File: src/sv/stm_pkg.sv
// Shared types and constants for the stick-to-servo mapper.
// No dependencies; every other file of the block depends on this package.
`default_nettype none

package stm_pkg;

  // Sample width default (allowed range 8..16)
  localparam int unsigned SAMPLE_BITS_DEF = 12;

  // Throttle divider yields an 8-bit quotient (at most 180)
  localparam int unsigned QUOT_BITS   = 8;
  // Stage 1 clamp/offset, stage 2 multiply, then one stage per quotient bit
  localparam int unsigned PIPE_STAGES = 2 + QUOT_BITS;

  localparam int unsigned CMD_BITS = 8;

  // Register reset values before truncation to the sample width
  localparam int unsigned CENTER_RESET    = 2048;
  localparam int unsigned THR_LOW_RESET   = 0;
  localparam int unsigned THR_HIGH_RESET  = 4095;
  localparam int unsigned DEAD_BAND_RESET = 100;

  // Servo command limits
  localparam logic [CMD_BITS-1:0] AXIS_MIN  = 8'd45;
  localparam logic [CMD_BITS-1:0] AXIS_MAX  = 8'd135;
  localparam logic [CMD_BITS-1:0] AXIS_SPAN = 8'd90;
  localparam logic [CMD_BITS-1:0] THR_MIN   = 8'd0;
  localparam logic [CMD_BITS-1:0] THR_MAX   = 8'd180;

  localparam int unsigned CFG_IDX_BITS = 3;

  typedef enum logic [CFG_IDX_BITS-1:0] {
    CFG_ROLL_CENTER   = 3'd0,
    CFG_PITCH_CENTER  = 3'd1,
    CFG_YAW_CENTER    = 3'd2,
    CFG_THROTTLE_LOW  = 3'd3,
    CFG_THROTTLE_HIGH = 3'd4,
    CFG_DEAD_BAND     = 3'd5
  } cfg_reg_e;

  // How the throttle lane forms its command
  typedef enum logic [1:0] {
    THR_ZERO = 2'd0,
    THR_FULL = 2'd1,
    THR_DIV  = 2'd2
  } thr_mode_e;

  // Per-stage load enables; en[k] loads stage k+1
  typedef struct packed {
    logic [PIPE_STAGES-1:0] en;
  } pipe_ctl_t;

endpackage

`default_nettype wire

File: src/sv/stm_sample_if.sv
// Request channel carrying one set of four stick samples.
// Depends on stm_pkg for the default sample width.
`default_nettype none

interface stm_sample_if #(
  parameter int unsigned SAMPLE_BITS = stm_pkg::SAMPLE_BITS_DEF
);
  logic                   valid;
  logic                   ready;
  logic [SAMPLE_BITS-1:0] left_horizontal;
  logic [SAMPLE_BITS-1:0] left_vertical;
  logic [SAMPLE_BITS-1:0] right_horizontal;
  logic [SAMPLE_BITS-1:0] right_vertical;

  modport source (
    output valid, left_horizontal, left_vertical, right_horizontal, right_vertical,
    input  ready
  );
  modport sink (
    input  valid, left_horizontal, left_vertical, right_horizontal, right_vertical,
    output ready
  );
endinterface

`default_nettype wire

File: src/sv/stm_cmd_if.sv
// Result channel carrying the four servo commands.
// Depends on stm_pkg for the command width.
`default_nettype none

interface stm_cmd_if;
  logic                         valid;
  logic                         ready;
  logic [stm_pkg::CMD_BITS-1:0] throttle_cmd;
  logic [stm_pkg::CMD_BITS-1:0] roll_cmd;
  logic [stm_pkg::CMD_BITS-1:0] pitch_cmd;
  logic [stm_pkg::CMD_BITS-1:0] yaw_cmd;

  modport source (
    output valid, throttle_cmd, roll_cmd, pitch_cmd, yaw_cmd,
    input  ready
  );
  modport sink (
    input  valid, throttle_cmd, roll_cmd, pitch_cmd, yaw_cmd,
    output ready
  );
endinterface

`default_nettype wire

File: src/sv/stm_center_lane.sv
// Centered-axis lane: offset, dead band, scale to 45..135, then delay to
// line up with the throttle lane. Depends on stm_pkg.
`default_nettype none

module stm_center_lane #(
  parameter int unsigned SAMPLE_BITS = stm_pkg::SAMPLE_BITS_DEF
) (
  input  wire                          clk_i,
  input  wire stm_pkg::pipe_ctl_t      ctl_i,
  input  wire [SAMPLE_BITS-1:0]        pos_i,       // offset = pos - neg
  input  wire [SAMPLE_BITS-1:0]        neg_i,
  input  wire [SAMPLE_BITS-1:0]        dead_band_i,
  output logic [stm_pkg::CMD_BITS-1:0] cmd_o
);
  import stm_pkg::*;

  localparam int unsigned S     = SAMPLE_BITS;
  localparam int unsigned Half  = 1 << (S - 1);
  localparam int unsigned Mask  = (1 << S) - 1;
  localparam logic signed [S+8:0] Ninety = (S+9)'(90);

  // stage 1: signed offset after dead band
  logic signed [S:0]   off_raw;
  logic signed [S:0]   off_neg;
  logic [S-1:0]        mag;
  logic signed [S:0]   off_d, off_q;
  // stage 2: (off + half) * 90
  logic signed [S+1:0] biased;
  logic signed [S+8:0] biased_ext;
  logic signed [S+8:0] prod_d, prod_q;
  // stage 3: truncating divide by 2^S and clamp
  logic [S+8:0]        rounded;
  logic [8:0]          quo;
  logic [CMD_BITS-1:0] cmd_d;
  logic [CMD_BITS-1:0] cmd_q [3:PIPE_STAGES];

  always_comb begin
    off_raw = $signed({1'b0, pos_i}) - $signed({1'b0, neg_i});
    off_neg = -off_raw;
    mag     = off_raw[S] ? off_neg[S-1:0] : off_raw[S-1:0];
    off_d   = (mag < dead_band_i) ? '0 : off_raw;
  end

  always_comb begin
    biased     = {off_q[S], off_q} + (S+2)'(Half);
    biased_ext = {{7{biased[S+1]}}, biased};
    prod_d     = biased_ext * Ninety;
  end

  always_comb begin
    // negative values get a bias so the shift truncates toward zero
    rounded = prod_q + (prod_q[S+8] ? (S+9)'(Mask) : '0);
    quo     = rounded[S+8:S];
    if (quo[8]) begin
      cmd_d = AXIS_MIN;
    end else if (quo[7:0] > AXIS_SPAN) begin
      cmd_d = AXIS_MAX;
    end else begin
      cmd_d = quo[7:0] + AXIS_MIN;
    end
  end

  always_ff @(posedge clk_i) begin
    if (ctl_i.en[0]) off_q <= off_d;
    if (ctl_i.en[1]) prod_q <= prod_d;
    if (ctl_i.en[2]) cmd_q[3] <= cmd_d;
    for (int k = 4; k <= PIPE_STAGES; k++) begin
      if (ctl_i.en[k-1]) cmd_q[k] <= cmd_q[k-1];
    end
  end

  assign cmd_o = cmd_q[PIPE_STAGES];

endmodule

`default_nettype wire

File: src/sv/stm_throttle_lane.sv
// Throttle lane: clamp to the calibration window, scale by 180, then a
// pipelined restoring divider, one quotient bit per stage; the command is 180 minus the quotient. Depends on stm_pkg.
`default_nettype none

module stm_throttle_lane #(
  parameter int unsigned SAMPLE_BITS = stm_pkg::SAMPLE_BITS_DEF
) (
  input  wire                          clk_i,
  input  wire stm_pkg::pipe_ctl_t      ctl_i,
  input  wire [SAMPLE_BITS-1:0]        sample_i,
  input  wire [SAMPLE_BITS-1:0]        low_i,
  input  wire [SAMPLE_BITS-1:0]        high_i,
  output logic [stm_pkg::CMD_BITS-1:0] cmd_o
);
  import stm_pkg::*;

  localparam int unsigned S = SAMPLE_BITS;
  localparam int unsigned W = S + 8;   // holds diff * 180

  // stage 1
  thr_mode_e           mode_d;
  logic [S-1:0]        clamped;
  logic [S-1:0]        diff_d;
  logic [S-1:0]        span_d;
  thr_mode_e           mode1_q;
  logic [S-1:0]        diff1_q;
  logic [S-1:0]        span1_q;
  // stages 2..PIPE_STAGES
  thr_mode_e           mode_q [2:PIPE_STAGES];
  logic [S-1:0]        span_q [2:PIPE_STAGES];
  logic [W-1:0]        rem_q  [2:PIPE_STAGES];
  logic [QUOT_BITS-1:0] quo_q [2:PIPE_STAGES];
  logic [W-1:0]        trial  [QUOT_BITS];
  logic [QUOT_BITS-1:0] fits;

  always_comb begin
    if (sample_i < low_i) begin
      clamped = low_i;
    end else if (sample_i > high_i) begin
      clamped = high_i;
    end else begin
      clamped = sample_i;
    end
    diff_d = clamped - low_i;
    span_d = high_i - low_i;
    // reversed window: the clamp lands on one of the bounds, 180 or 0
    priority if (low_i == high_i) begin
      mode_d = THR_ZERO;
    end else if (low_i > high_i) begin
      mode_d = (sample_i < low_i) ? THR_FULL : THR_ZERO;
    end else begin
      mode_d = THR_DIV;
    end
  end

  // quotient never exceeds 180, so eight shifted trials cover it
  always_comb begin
    for (int j = 0; j < QUOT_BITS; j++) begin
      trial[j] = W'(span_q[2+j]) << (QUOT_BITS - 1 - j);
      fits[j]  = rem_q[2+j] >= trial[j];
    end
  end

  always_ff @(posedge clk_i) begin
    if (ctl_i.en[0]) begin
      mode1_q <= mode_d;
      diff1_q <= diff_d;
      span1_q <= span_d;
    end
    if (ctl_i.en[1]) begin
      mode_q[2] <= mode1_q;
      span_q[2] <= span1_q;
      rem_q[2]  <= W'(diff1_q) * W'(THR_MAX);
      quo_q[2]  <= '0;
    end
    for (int j = 0; j < QUOT_BITS; j++) begin
      if (ctl_i.en[2+j]) begin
        mode_q[3+j] <= mode_q[2+j];
        span_q[3+j] <= span_q[2+j];
        rem_q[3+j]  <= fits[j] ? rem_q[2+j] - trial[j] : rem_q[2+j];
        quo_q[3+j]  <= quo_q[2+j] | (QUOT_BITS'(fits[j]) << (QUOT_BITS - 1 - j));
      end
    end
  end

  always_comb begin
    unique case (mode_q[PIPE_STAGES])
      THR_ZERO: cmd_o = THR_MIN;
      THR_FULL: cmd_o = THR_MAX;
      THR_DIV:  cmd_o = THR_MAX - quo_q[PIPE_STAGES];
      default:  cmd_o = THR_MIN;
    endcase
  end

endmodule

`default_nettype wire

File: src/sv/stick_to_servo_mapper_unit.sv
// Stick-to-servo mapper top level: configuration registers, pipeline flow
// control, four lanes and the merging output register.
// Depends on stm_pkg, stm_sample_if, stm_cmd_if, stm_center_lane, stm_throttle_lane.
//
// Usage:
//   sample_i takes one request of four stick samples when valid and ready are
//   both high; cmd_o presents the four servo commands with the same handshake.
//   Each request yields exactly one result, in order.
//   From acceptance to cmd_o.valid a request passes through ten lane
//   stages (clamp/offset, multiply, eight divider steps of the throttle
//   quotient) and the output register. Throughput is one request per cycle
//   while cmd_o.ready is high. Every stage holds only when its successor is
//   full and stalled, so empty stages keep filling and sample_i.ready stays
//   high while a result waits unless all eleven stages are occupied.
//   Configuration: cfg_we_i writes cfg_data_i into register cfg_idx_i
//   (0 roll center, 1 pitch center, 2 yaw center, 3 throttle low,
//   4 throttle high, 5 dead band); other indexes are ignored. Write only when
//   the pipeline is empty.
//   Reset clears all valid flags and loads the calibration defaults.
`default_nettype none

module stick_to_servo_mapper_unit #(
  parameter int unsigned SAMPLE_BITS = stm_pkg::SAMPLE_BITS_DEF
) (
  input  wire                             clk_i,
  input  wire                             rst_ni,
  stm_sample_if.sink                      sample_i,
  stm_cmd_if.source                       cmd_o,
  input  wire                             cfg_we_i,
  input  wire [stm_pkg::CFG_IDX_BITS-1:0] cfg_idx_i,
  input  wire [SAMPLE_BITS-1:0]           cfg_data_i
);
  import stm_pkg::*;

  localparam logic [SAMPLE_BITS-1:0] CenterRst   = SAMPLE_BITS'(CENTER_RESET);
  localparam logic [SAMPLE_BITS-1:0] ThrLowRst   = SAMPLE_BITS'(THR_LOW_RESET);
  localparam logic [SAMPLE_BITS-1:0] ThrHighRst  = SAMPLE_BITS'(THR_HIGH_RESET);
  localparam logic [SAMPLE_BITS-1:0] DeadBandRst = SAMPLE_BITS'(DEAD_BAND_RESET);

  logic [SAMPLE_BITS-1:0] roll_center_q, pitch_center_q, yaw_center_q;
  logic [SAMPLE_BITS-1:0] thr_low_q, thr_high_q, dead_band_q;

  pipe_ctl_t              ctl;
  logic                   en_out;
  logic [PIPE_STAGES:1]   vld_q;
  logic                   out_valid_q;
  logic [CMD_BITS-1:0]    thr_cmd, roll_cmd, pitch_cmd, yaw_cmd;
  logic [CMD_BITS-1:0]    thr_cmd_q, roll_cmd_q, pitch_cmd_q, yaw_cmd_q;

  always_ff @(posedge clk_i or negedge rst_ni) begin
    if (!rst_ni) begin
      roll_center_q  <= CenterRst;
      pitch_center_q <= CenterRst;
      yaw_center_q   <= CenterRst;
      thr_low_q      <= ThrLowRst;
      thr_high_q     <= ThrHighRst;
      dead_band_q    <= DeadBandRst;
    end else if (cfg_we_i) begin
      unique case (cfg_idx_i)
        CFG_ROLL_CENTER:   roll_center_q  <= cfg_data_i;
        CFG_PITCH_CENTER:  pitch_center_q <= cfg_data_i;
        CFG_YAW_CENTER:    yaw_center_q   <= cfg_data_i;
        CFG_THROTTLE_LOW:  thr_low_q      <= cfg_data_i;
        CFG_THROTTLE_HIGH: thr_high_q     <= cfg_data_i;
        CFG_DEAD_BAND:     dead_band_q    <= cfg_data_i;
        default: ;
      endcase
    end
  end

  // a stage loads when it is empty or its contents move on this cycle
  always_comb begin
    en_out = !out_valid_q || cmd_o.ready;
    ctl.en[PIPE_STAGES-1] = !vld_q[PIPE_STAGES] || en_out;
    for (int k = PIPE_STAGES - 2; k >= 0; k--) begin
      ctl.en[k] = !vld_q[k+1] || ctl.en[k+1];
    end
  end

  assign sample_i.ready = ctl.en[0];

  always_ff @(posedge clk_i or negedge rst_ni) begin
    if (!rst_ni) begin
      vld_q       <= '0;
      out_valid_q <= 1'b0;
    end else begin
      if (ctl.en[0]) vld_q[1] <= sample_i.valid;
      for (int k = 1; k < PIPE_STAGES; k++) begin
        if (ctl.en[k]) vld_q[k+1] <= vld_q[k];
      end
      if (en_out) out_valid_q <= vld_q[PIPE_STAGES];
    end
  end

  stm_throttle_lane #(.SAMPLE_BITS(SAMPLE_BITS)) u_throttle (
    .clk_i    (clk_i),
    .ctl_i    (ctl),
    .sample_i (sample_i.right_vertical),
    .low_i    (thr_low_q),
    .high_i   (thr_high_q),
    .cmd_o    (thr_cmd)
  );

  stm_center_lane #(.SAMPLE_BITS(SAMPLE_BITS)) u_roll (
    .clk_i       (clk_i),
    .ctl_i       (ctl),
    .pos_i       (sample_i.left_horizontal),
    .neg_i       (roll_center_q),
    .dead_band_i (dead_band_q),
    .cmd_o       (roll_cmd)
  );

  // pitch is inverted: offset taken as center minus sample
  stm_center_lane #(.SAMPLE_BITS(SAMPLE_BITS)) u_pitch (
    .clk_i       (clk_i),
    .ctl_i       (ctl),
    .pos_i       (pitch_center_q),
    .neg_i       (sample_i.left_vertical),
    .dead_band_i (dead_band_q),
    .cmd_o       (pitch_cmd)
  );

  stm_center_lane #(.SAMPLE_BITS(SAMPLE_BITS)) u_yaw (
    .clk_i       (clk_i),
    .ctl_i       (ctl),
    .pos_i       (sample_i.right_horizontal),
    .neg_i       (yaw_center_q),
    .dead_band_i (dead_band_q),
    .cmd_o       (yaw_cmd)
  );

  always_ff @(posedge clk_i) begin
    if (en_out) begin
      thr_cmd_q   <= thr_cmd;
      roll_cmd_q  <= roll_cmd;
      pitch_cmd_q <= pitch_cmd;
      yaw_cmd_q   <= yaw_cmd;
    end
  end

  assign cmd_o.valid        = out_valid_q;
  assign cmd_o.throttle_cmd = thr_cmd_q;
  assign cmd_o.roll_cmd     = roll_cmd_q;
  assign cmd_o.pitch_cmd    = pitch_cmd_q;
  assign cmd_o.yaw_cmd      = yaw_cmd_q;

endmodule

`default_nettype wire
File: src/flat_wrapper.sv
// flat-port wrapper written by rule: the top's interface ports become plain ports
module stick_to_servo_mapper_unit_flat import stm_pkg::*;
#(
  parameter int unsigned SAMPLE_BITS = stm_pkg::SAMPLE_BITS_DEF
)
  (clk_i, rst_ni, cfg_we_i, cfg_idx_i, cfg_data_i, sample_i_valid, sample_i_left_horizontal, sample_i_left_vertical, sample_i_right_horizontal, sample_i_right_vertical, sample_i_ready, cmd_o_valid, cmd_o_throttle_cmd, cmd_o_roll_cmd, cmd_o_pitch_cmd, cmd_o_yaw_cmd, cmd_o_ready);
  stm_sample_if #(.SAMPLE_BITS(SAMPLE_BITS)) sample_i_i ();
  stm_cmd_if cmd_o_i ();
  input  wire clk_i;
  input  wire rst_ni;
  input  wire cfg_we_i;
  input  wire [stm_pkg::CFG_IDX_BITS-1:0] cfg_idx_i;
  input  wire [SAMPLE_BITS-1:0] cfg_data_i;
  input wire logic [$bits(sample_i_i.valid)-1:0] sample_i_valid;
  input wire logic [$bits(sample_i_i.left_horizontal)-1:0] sample_i_left_horizontal;
  input wire logic [$bits(sample_i_i.left_vertical)-1:0] sample_i_left_vertical;
  input wire logic [$bits(sample_i_i.right_horizontal)-1:0] sample_i_right_horizontal;
  input wire logic [$bits(sample_i_i.right_vertical)-1:0] sample_i_right_vertical;
  output wire logic [$bits(sample_i_i.ready)-1:0] sample_i_ready;
  output wire logic [$bits(cmd_o_i.valid)-1:0] cmd_o_valid;
  output wire logic [$bits(cmd_o_i.throttle_cmd)-1:0] cmd_o_throttle_cmd;
  output wire logic [$bits(cmd_o_i.roll_cmd)-1:0] cmd_o_roll_cmd;
  output wire logic [$bits(cmd_o_i.pitch_cmd)-1:0] cmd_o_pitch_cmd;
  output wire logic [$bits(cmd_o_i.yaw_cmd)-1:0] cmd_o_yaw_cmd;
  input wire logic [$bits(cmd_o_i.ready)-1:0] cmd_o_ready;
  assign sample_i_i.valid = sample_i_valid;
  assign sample_i_i.left_horizontal = sample_i_left_horizontal;
  assign sample_i_i.left_vertical = sample_i_left_vertical;
  assign sample_i_i.right_horizontal = sample_i_right_horizontal;
  assign sample_i_i.right_vertical = sample_i_right_vertical;
  assign sample_i_ready = sample_i_i.ready;
  assign cmd_o_valid = cmd_o_i.valid;
  assign cmd_o_throttle_cmd = cmd_o_i.throttle_cmd;
  assign cmd_o_roll_cmd = cmd_o_i.roll_cmd;
  assign cmd_o_pitch_cmd = cmd_o_i.pitch_cmd;
  assign cmd_o_yaw_cmd = cmd_o_i.yaw_cmd;
  assign cmd_o_i.ready = cmd_o_ready;
  stick_to_servo_mapper_unit #(.SAMPLE_BITS(SAMPLE_BITS)) u_core (.clk_i(clk_i), .rst_ni(rst_ni), .sample_i(sample_i_i), .cmd_o(cmd_o_i), .cfg_we_i(cfg_we_i), .cfg_idx_i(cfg_idx_i), .cfg_data_i(cfg_data_i));
endmodule
File: config.mk
export PLATFORM = sky130hd
export DESIGN_NAME = stick_to_servo_mapper_unit_flat
export DESIGN_NICKNAME = d
export VERILOG_FILES = /design/src/sv/stm_pkg.sv /design/src/sv/stm_sample_if.sv /design/src/sv/stm_cmd_if.sv /design/src/sv/stm_center_lane.sv /design/src/sv/stm_throttle_lane.sv /design/src/sv/stick_to_servo_mapper_unit.sv /design/src/flat_wrapper.sv
export SDC_FILE = /design/constraint.sdc
export NUM_CORES = 1
export LEC_CHECK = 0
export ABC_AREA = 1
export BUFFER_PORTS_ARGS = -buffer_cell sky130_fd_sc_hd__buf_2
export CORE_UTILIZATION = 58
export CTS_CLUSTER_DIAMETER = 80
export CTS_CLUSTER_SIZE = 12
export DETAILED_ROUTE_END_ITERATION = 7
export MAX_ROUTING_LAYER = met4
export PLACE_DENSITY = 0.86
export SLEW_MARGIN = 25
export SYNTH_ARGS = -nofsm -noshare
export SYNTH_HDL_FRONTEND = slang
export SYNTH_SLANG_ARGS = --single-unit
export TNS_END_PERCENT = 100
File: constraint.sdc
create_clock -name clk_i -period 6.5 [get_ports clk_i]
set_input_delay 0.65 -clock clk_i [delete_from_list [all_inputs] [get_ports clk_i]]
set_output_delay 0.65 -clock clk_i [all_outputs]
set_load 0.05 [all_outputs]
# After elaboration in Yosys (flattened, before gate mapping)
# Memory sizes are Yosys's and may differ from the RTL's. A register that Yosys moved wholly into a read port is not among the register bits.
# Index checks and enable logic that the tools add are counted.
[totals]
ff_bits = 216
mem_bits_rw = 570
input_bits = 68
out_inout_bits = 34
elab_cells = 172
n_memories = 7
[mem_list]
columns = ["name", "depth", "word_bits", "rd", "rd_ports_with_merged_regs", "wr", "line_no", "source"]
rows = [
  ["u_core.u_throttle.rem_q", 9, 20, 8, 0, 9, "stm_throttle_lane.sv:31", "logic [W-1:0] rem_q [2:PIPE_STAGES];"],
  ["u_core.u_throttle.span_q", 9, 12, 8, 0, 9, "stm_throttle_lane.sv:30", "logic [S-1:0] span_q [2:PIPE_STAGES];"],
  ["u_core.u_throttle.quo_q", 9, 8, 9, 0, 9, "stm_throttle_lane.sv:32", "logic [QUOT_BITS-1:0] quo_q [2:PIPE_STAGES];"],
  ["u_core.u_pitch.cmd_q", 8, 8, 8, 1, 8, "stm_center_lane.sv:35", "logic [CMD_BITS-1:0] cmd_q [3:PIPE_STAGES];"],
  ["u_core.u_roll.cmd_q", 8, 8, 8, 1, 8, "stm_center_lane.sv:35", ""],
  ["u_core.u_yaw.cmd_q", 8, 8, 8, 1, 8, "stm_center_lane.sv:35", ""],
  ["1 more memories", "n/a", "n/a", "n/a", "n/a", "n/a", "n/a", ""],
]
[op_classes]
n_addsub = 26
mul = 4
order_cmp = 17
n_eq_ne = 8
n_mux = 43
bitwise_logic = 9
n_reduce_logical = 30
[ops]
columns = ["operator", "count"]
rows = [
  ["$mux 20", 8],
  ["$mux 12", 8],
  ["$add 21x12->21", 3],
  ["$mul 14x7->20 const B", 3],
  ["$lt 12x12->1", 4],
  ["$mux 8", 6],
  ["$add 13x13->14 const B", 3],
  ["$sub 12x12->13", 3],
  ["$neg 12->12", 3],
  ["$add 8x6->8 const B", 3],
  ["$gt 12x12->1", 2],
  ["$gt 8x7->1 const B", 3],
  ["$sub 12x12->12", 2],
  ["$ge 20x12->1", 1],
  ["$ge 20x13->1", 1],
  ["$ge 20x14->1", 1],
  ["$ge 20x15->1", 1],
  ["$ge 20x16->1", 1],
  ["$ge 20x17->1", 1],
  ["$ge 20x18->1", 1],
  ["$ge 20x19->1", 1],
  ["$sub 20x12->20", 1],
  ["$sub 20x13->20", 1],
  ["$sub 20x14->20", 1],
  ["30 further kinds", 75],
]

# Logic depth before layout (Yosys ltp)
# Gate-level depths: netlist (run 1).
[depth]
depth_word = 13
depth_mapped = 25
ltp_nobuf = 23

# Hierarchy
# From an unflattened synthesis (run 1), not the netlist that was laid out.
[hier_totals]
cells_unflattened = 4735
hier_area_um2 = 45394.8
[modules_own_cells]
columns = ["mod", "instances", "cells_per_inst", "area_per_inst_um2", "seq_area_each_um2"]
rows = [
  ["stm_throttle_lane", 1, 2046, 19979.2, 9639.2],
  ["stm_center_lane (u_core.u_yaw)", 1, 793, 7179.4, 2912.8],
  ["stm_center_lane (u_core.u_pitch)", 1, 782, 7114.3, 2912.8],
  ["stm_center_lane (u_core.u_roll)", 1, 784, 7086.8, 2912.8],
  ["stick_to_servo_mapper_unit", 1, 330, 4035.1, 3060.4],
]

# Worst setup path after synthesis (run 1)
# Ideal clock, no wire load.
[synth_timing]
path_type = "flip-flop to flip-flop"
startpoint = "register u_core.out_valid_q, in the netlist u_core.cmd_o.valid"
endpoint = "register u_core.u_pitch.off_q[0], enable pin"
setup_ps = 805
t_arrival_ps = 6603
t_required_ps = 5695
path_slack_ps = -908
stages_incl_launch_ff = 14
n_path_buf = 0
period_less_slack_ps = 7408
cell_sequence = "dfrtp_1 > inv_1 > nor2_1 > inv_1 > nor2_2 > nand2_2 > nor2_2 > nand2_2 > nor2_2 > nand2_2 > nor2_4 > nand2_2 > nor2_4 > nand2_1"
[synth_lines]
columns = ["item", "line_no", "source"]
rows = [
  ["start, declared", "stick_to_servo_mapper_unit.sv:46", "logic out_valid_q;"],
  ["start signal, assigned", "stick_to_servo_mapper_unit.sv:91", "if (en_out) out_valid_q <= vld_q[PIPE_STAGES];"],
  ["end signal, assigned", "stm_center_lane.sv:64", "if (ctl_i.en[0]) off_q <= off_d;"],
  ["end, declared", "stm_center_lane.sv:26", "logic signed [S:0] off_d, off_q;"],
]

==> results of run 1 <==
==> worst max-delay path: stages (launching register included) <==
cell and delay, ns:
dfrtp_1 0.35, inv_1 0.05, nor2_1 0.08, inv_1 0.05, buf_4 0.25, nor2_2 0.22
nand2_4 0.48, nor2_2 0.37, nand2_2 0.11, nor2_2 0.22, nand2_4 0.09, nor2_4 0.16
nand2_2 0.10, nor2_4 0.16, nand2_2 0.36, buf_2 0.36
==> final timing paths <==
| kind | to | slack (ns) | depth (start not counted) |
|---|---|---|---|
| min | u_core.vld_q[1] | 0.31 | 3 |
| min reg2reg | u_core.u_throttle.quo_q[0][70] | 0.41 | 0 |
| max | sample_i_ready | 1.77 | 15 |
| max reg2reg | u_core.u_yaw.off_q[11] | 2.22 | 18 |
| max in group asynchronous | u_core.vld_q[5] | 5.19 | 3 |
| min in group asynchronous | u_core.thr_low_q[10] | 0.37 | 2 |
==> cell type report <==
class | instances | share of cell area [%]
inverters | 821 | 6.494
multi-input cells | 2833 | 40.12
well taps | 969 | 2.548
flip-flops and latches | 727 | 45.05
clock inverters | 11 | 0.3497
repair buffers | 112 | 1.254
clock buffers | 114 | 4.183
==> registers in the layout, summed over array words and instances (netlist names), 13 cells and up <==
register                  flops
u_core.u_yaw.prod_q          20
u_core.u_throttle.mode_q     18
u_core.u_pitch.prod_q        20
u_core.u_throttle.span_q     96
u_core.u_roll.cmd_q          64
u_core.u_pitch.cmd_q         64
u_core.u_throttle.quo_q      36
u_core.u_yaw.cmd_q           64
u_core.u_roll.prod_q         20
u_core.u_pitch.off_q         13
u_core.u_roll.off_q          13
u_core.u_throttle.rem_q     145
u_core.u_yaw.off_q           13
==> routing by layer <==
layer	track usage [%]	vias to the layer above
li1	-	15000
met1	28.16	13990
met2	39.45	759
met3	2.700	206
met4	8.333	0
met5	-	-
==> cell usage in the layout, fill, tap and decap left out, types with 14 or more instances in the layout <==
master | netlist | routed
dfrtp_1 | 65 | 65
a21o_1 | 22 | 22
ha_1 | 420 | 420
a31oi_1 | 21 | 19
o21ai_1 | 19 | 19
nand2_2 | 18 | 17
nor4_1 | 15 | 15
edfxtp_1 | 644 | 644
nand2_1 | 870 | 869
xor2_1 | 132 | 132
nand3_1 | 166 | 166
clkbuf_16 | 0 | 73
buf_2 | 4 | 100
inv_1 | 814 | 810
a21oi_1 | 240 | 240
a211oi_1 | 17 | 17
nand4_1 | 51 | 51
xnor2_1 | 71 | 71
clkbuf_1 | 19 | 40
or2_2 | 18 | 18
nor3_1 | 32 | 32
o21ai_0 | 215 | 215
nor2_1 | 243 | 243
o21ai_2 | 26 | 26
o21bai_1 | 14 | 14
dfstp_2 | 18 | 18
fa_1 | 101 | 101
==> logic make-up (layout without fill, tap and decap cells) <==
logic type	after synthesis	count (layout)	share of synthesized area, %
mux	1	1	0.02285
xor+xnor	211	211	4.356
flops	727	727	48.95
simple gates	1463	1463	14.18
compound gates	637	637	8.364
fa+ha+maj	521	521	16.61
buf+inv	857	1058	7.516
==> metrics by stage <==
| stage | setup slack (ns) | cell area, um2 | std cells | hold WS [ns] |
|---|---|---|---|---|
| 2_1_floorplan | 0.04043 | 43820 | 4417 | 0.3544 |
| 3_3_place_gp | 1.840 | 45400 | 5461 | 0.4004 |
| 3_5_place_dp | 1.672 | 45410 | 5461 | 0.4045 |
| 4_1_cts | 1.657 | 47570 | 5587 | 0.2643 |
| 5_1_grt | 1.375 | 47590 | 5587 | 0.2925 |
| 6_report | 1.770 | 47590 | 5587 | 0.3068 |
==> impl_metrics.ini, run 1 <==
[critical_path]
crit_start = u_core.cmd_o.valid
cp.required_ns = 5.85
crit_fanout = 66
startpoint_type = flip-flop
setup.worst_path.end_class = output port
r2r_start = u_core.yaw_center_q[0]
crit_type = reg -> out
worstPathArrival_ns = 4.08

[die]
io_pins = 102
rows = 100
die_h_um = 276.8
dieArea_mm2 = 0.07662
fp.dieW_um = 276.8
initial_core_util_pct = 58.73
coreArea_mm2 = 0.07457

[timing]
finalSetupViolCount = 0
fmax_mhz = 211.4
hold_viol = 0
skew_ns = 0.03019
min_period_ns = 4.730
rsz0062_at_grt = no
max_slew_margin_pct = 34.99
drv_slew = 0
worst_pin_slew_ns = 0.9706
period_share_pct = 72.77
final.setup.tns_ns = 0

[clocking]
cts_tree = built
cts_root_buffer = clkbuf_16
numCtsBuffers = 72
cts.sinks = 727
clk_path_buf_depth = 3
cts_setup_buffers = 0
path_clk_slew_ns = 0.06
cts_resized = 0
insertion_delay_ns = 0.64
cts_hold_buffers = 1
htree_levels = 3

[detailed_routing]
totalWireLength_um = 84180
wl_met3_um = 3472
wl_met1_um = 36490
drt_pass1_iterations = 5
topRoutingLayerUsed = met4
drt.antenna.violating_nets = 0
vias_per_cell = 5.360
wl_met2_um = 41580
num_vias = 29950
drc = 0
first_iter_violations = 1817
routedWlPerCell_um = 15.07

[cells_and_area]
regArea_mm2 = 0.02144
fillers = 5584
final_layout_size_suffix_gt1_share_pct = 7.189
syn2layout_area_growth_pct = 8.653
fin_util_pct = 63.82
nets = 5156
diodes = 0
multiInputGateArea_mm2 = 0.01909

[global_routing]
grt_antenna_before_repair = 0
grt_pass1_wl_um = 141600
grt_max_degree = 78
overflow = 0
track_usage_pct = 23.04
grt_pass1_vias = 29930

[synthesis]
synth_common_cells = nand2_1 (870), inv_1 (814), edfxtp_1 (644), ha_1 (420), nor2_1 (243)
ys_warn_count = 0
synthTopCellsByArea = edfxtp_1 (44%), ha_1 (12%), nand2_1 (7.5%), inv_1 (7.0%), fa_1 (4.6%)
synthArstFlopShare_pct = 11.42
synth_nets = 5006
yosysTopAreaCell = edfxtp_1
syn_inst = 4417
synth_cell_types = 63
synth.avg_cell_area_um2 = 9.916
ys.flop_type = edfxtp_1
netlist_area_mm2 = 0.04380
synth.most_common_cell = nand2_1
yosysSeqAreaShare_pct = 48.95
synth_edf_count = 644
synth_top_area_share_pct = 44.15
ys_seq_elements = 727

[min_path]
hold_class = in -> reg
holdCritStartpoint = sample_i_valid

[place]
io_buffers = 101
gp_congestion = 0.9501
hpwl_um = 63460

[flow_run]
drv_cap = 0

[outcome]
status = completed
Power of run 1 is not shown: default switching activity piles up to over one toggle a cycle in this logic, so the estimate is an artifact.
==> run 2: changes to the inputs <==
- clock period: 6.5 -> 3.9 ns (I/O delays scaled with it)
==> run 2 against run 1 <==
  * Wire length grew 0.41%
  * Highest routed layer unchanged
  * Core utilization increased by 1.0 points
  * Critical path depth stayed put
  * Via count is 0.48% higher
  * Non-clock buffer count is 50 higher
==> impl_metrics.ini, run 2 (synthesis results as in run 1) <==
[outcome]
status = completed

[global_routing]
track_usage_pct = 22.58
grt_antenna_before_repair = 0
grt_pass1_vias = 29640
grt_max_degree = 93
overflow = 0
grt_pass1_wl_um = 138600

[clocking]
insertion_delay_ns = 0.63
htree_levels = 3
cts_root_buffer = clkbuf_16
numCtsBuffers = 71
cts.sinks = 727
cts_tree = built
clk_path_buf_depth = 3
path_clk_slew_ns = 0.06

[cells_and_area]
layout_commonest_cell = nand2_1
layout.cells.non_filler = 5636
final_layout_size_suffix_gt1_share_pct = 9.256
regMostFlops = u_core.u_throttle.rem_q
fillers = 5399
regArea_mm2 = 0.02144
nets = 5206
mostFrequentLayoutCells = nand2_1 (866), inv_1 (805), edfxtp_1 (644)
diodes = 0
reg_top3 = u_core.u_throttle.rem_q x145, u_core.u_throttle.span_q x96
largest_reg_flops = 145
syn2layout_area_growth_pct = 10.38
multiInputGateArea_mm2 = 0.01951

[place]
dp_cells = 5491
dp_slack_ns = -0.03359
io_buffers = 101
hpwl_um = 63220
gp_congestion = 0.9444

[die]
io_pins = 102
die_h_um = 276.8
rows = 100
coreArea_mm2 = 0.07457
fp.dieW_um = 276.8
initial_core_util_pct = 58.73
dieArea_mm2 = 0.07662

[timing]
period_share_pct = 98.39
worst_pin_slew_ns = 0.8156
layout_setup_ws_ns = 0.06284
skew_ns = 0.03718
min_period_ns = 3.837
hold_viol = 0
finalSetupViolCount = 0
max_slew_margin_pct = 45.47
fmax_mhz = 260.6
holdWs_ns = 0.07942
drv_slew = 0

[critical_path]
slowest_stage = fa_1
worstPathArrival_ns = 4.21
cp.required_ns = 4.28
cpPeakStageDelay_ns = 0.54
startpoint_type = flip-flop
crit_type = reg -> reg
r2r_slack_ns = 0.06
crit_fanout = 5
rr_worst_depth = 15
r2r_start = u_core.u_pitch.off_q[6]
crit_path_cell_trace = ha_1 > ha_1 > inv_1 > fa_1 > inv_1 > fa_1 > ha_4 > nand2_1 > nor2_1 > nand2_1 > o211ai_1 > nand3_1 > a31oi_4 > a21oi_2 > xor2_1
setup.worst_path.end_class = flip-flop
reg2reg_to = u_core.u_pitch.prod_q[19]

[detailed_routing]
num_vias = 30090
drt_pass1_iterations = 6
totalWireLength_um = 84520
routedWlPerCell_um = 15.00
first_iter_violations = 1768
drc = 0
drt.antenna.violating_nets = 0
vias_per_cell = 5.339

[flow_run]
drv_cap = 0

[min_path]
hold_class = in -> reg
holdCritStartpoint = sample_i_valid
min_to = u_core.vld_q[1]
min_path_cells = 3
[run 2: critical path: cells and delay by family (launching register included)]
| family | cells | cell delay, ns |
|---|---|---|
| DFF | 1 | 0.46 |
| AOI/OAI and AO/OA | 3 | 0.42 |
| adders and majority gates | 5 | 2.00 |
| and+or+nand+nor | 4 | 0.43 |
| xor gates and xnor gates | 1 | 0.14 |
| buffers and inverters | 2 | 0.12 |
[run 2: layout make-up]
| class | instances | share of cell area (%) |
|---|---|---|
| Clock buffer | 114 | 4.053 |
| Multi-Input combinational cell | 2834 | 40.35 |
| Inverter | 821 | 6.400 |
| Clock inverter | 9 | 0.3209 |
| Sequential cell | 727 | 44.35 |
| Timing Repair Buffer | 162 | 2.019 |
| Tap cell | 969 | 2.508 |
[run 2: layer usage]
metal | wire [um] | vias up | share of wire, % | GRT usage (%)
li1 | - | 15110 | - | -
met1 | 36380 | 13940 | 43 | 27.48
met2 | 41230 | 837 | 49 | 38.47
met3 | 4078 | 210 | 4.8 | 3.231
met4 | 2832 | 0 | 3.4 | 7.906
met5 | 0 | - | 0 | -
[run 2: worst max-delay path by stage]
stage                             startpoint                        end  slack (ns)  cells after the start
floorplan                 u_core.cmd_o.valid  u_core.u_pitch.prod_q[10]       -1.32                     13
global placement      u_core.u_roll.off_q[4]   u_core.u_roll.prod_q[18]        0.07                     17
detailed placement    u_core.u_roll.off_q[4]   u_core.u_roll.prod_q[18]       -0.03                     17
CTS                   u_core.u_roll.off_q[4]   u_core.u_roll.prod_q[18]       0.007                     17
global route        u_core.pitch_center_q[0]   u_core.u_pitch.off_q[10]        -0.1                     21
finish               u_core.u_pitch.off_q[6]  u_core.u_pitch.prod_q[19]        0.06                     15
[run 2: stage by stage]
step	TNS, ns	cell area (um2)	util, %
global route	-1.227	48350	64.83
finish	0	48350	64.83
global placement	0	45700	61.29
floorplan	-199.45	43890	-
detailed placement	-0.03359	45710	61.29
CTS	0	47860	64.18
[run 2: repair_timing]
action / CTS / global route
endpoints found under the setup margin: 4 / 52
hold endpoints to repair: 65 / 0
hold buffers: 1 / 0
gates cloned: 0 / 1
pin swaps: 0 / 20
resized for setup: 3 / 62
setup buffers: 3 / 17
Power of run 2 is left out for the same reason.
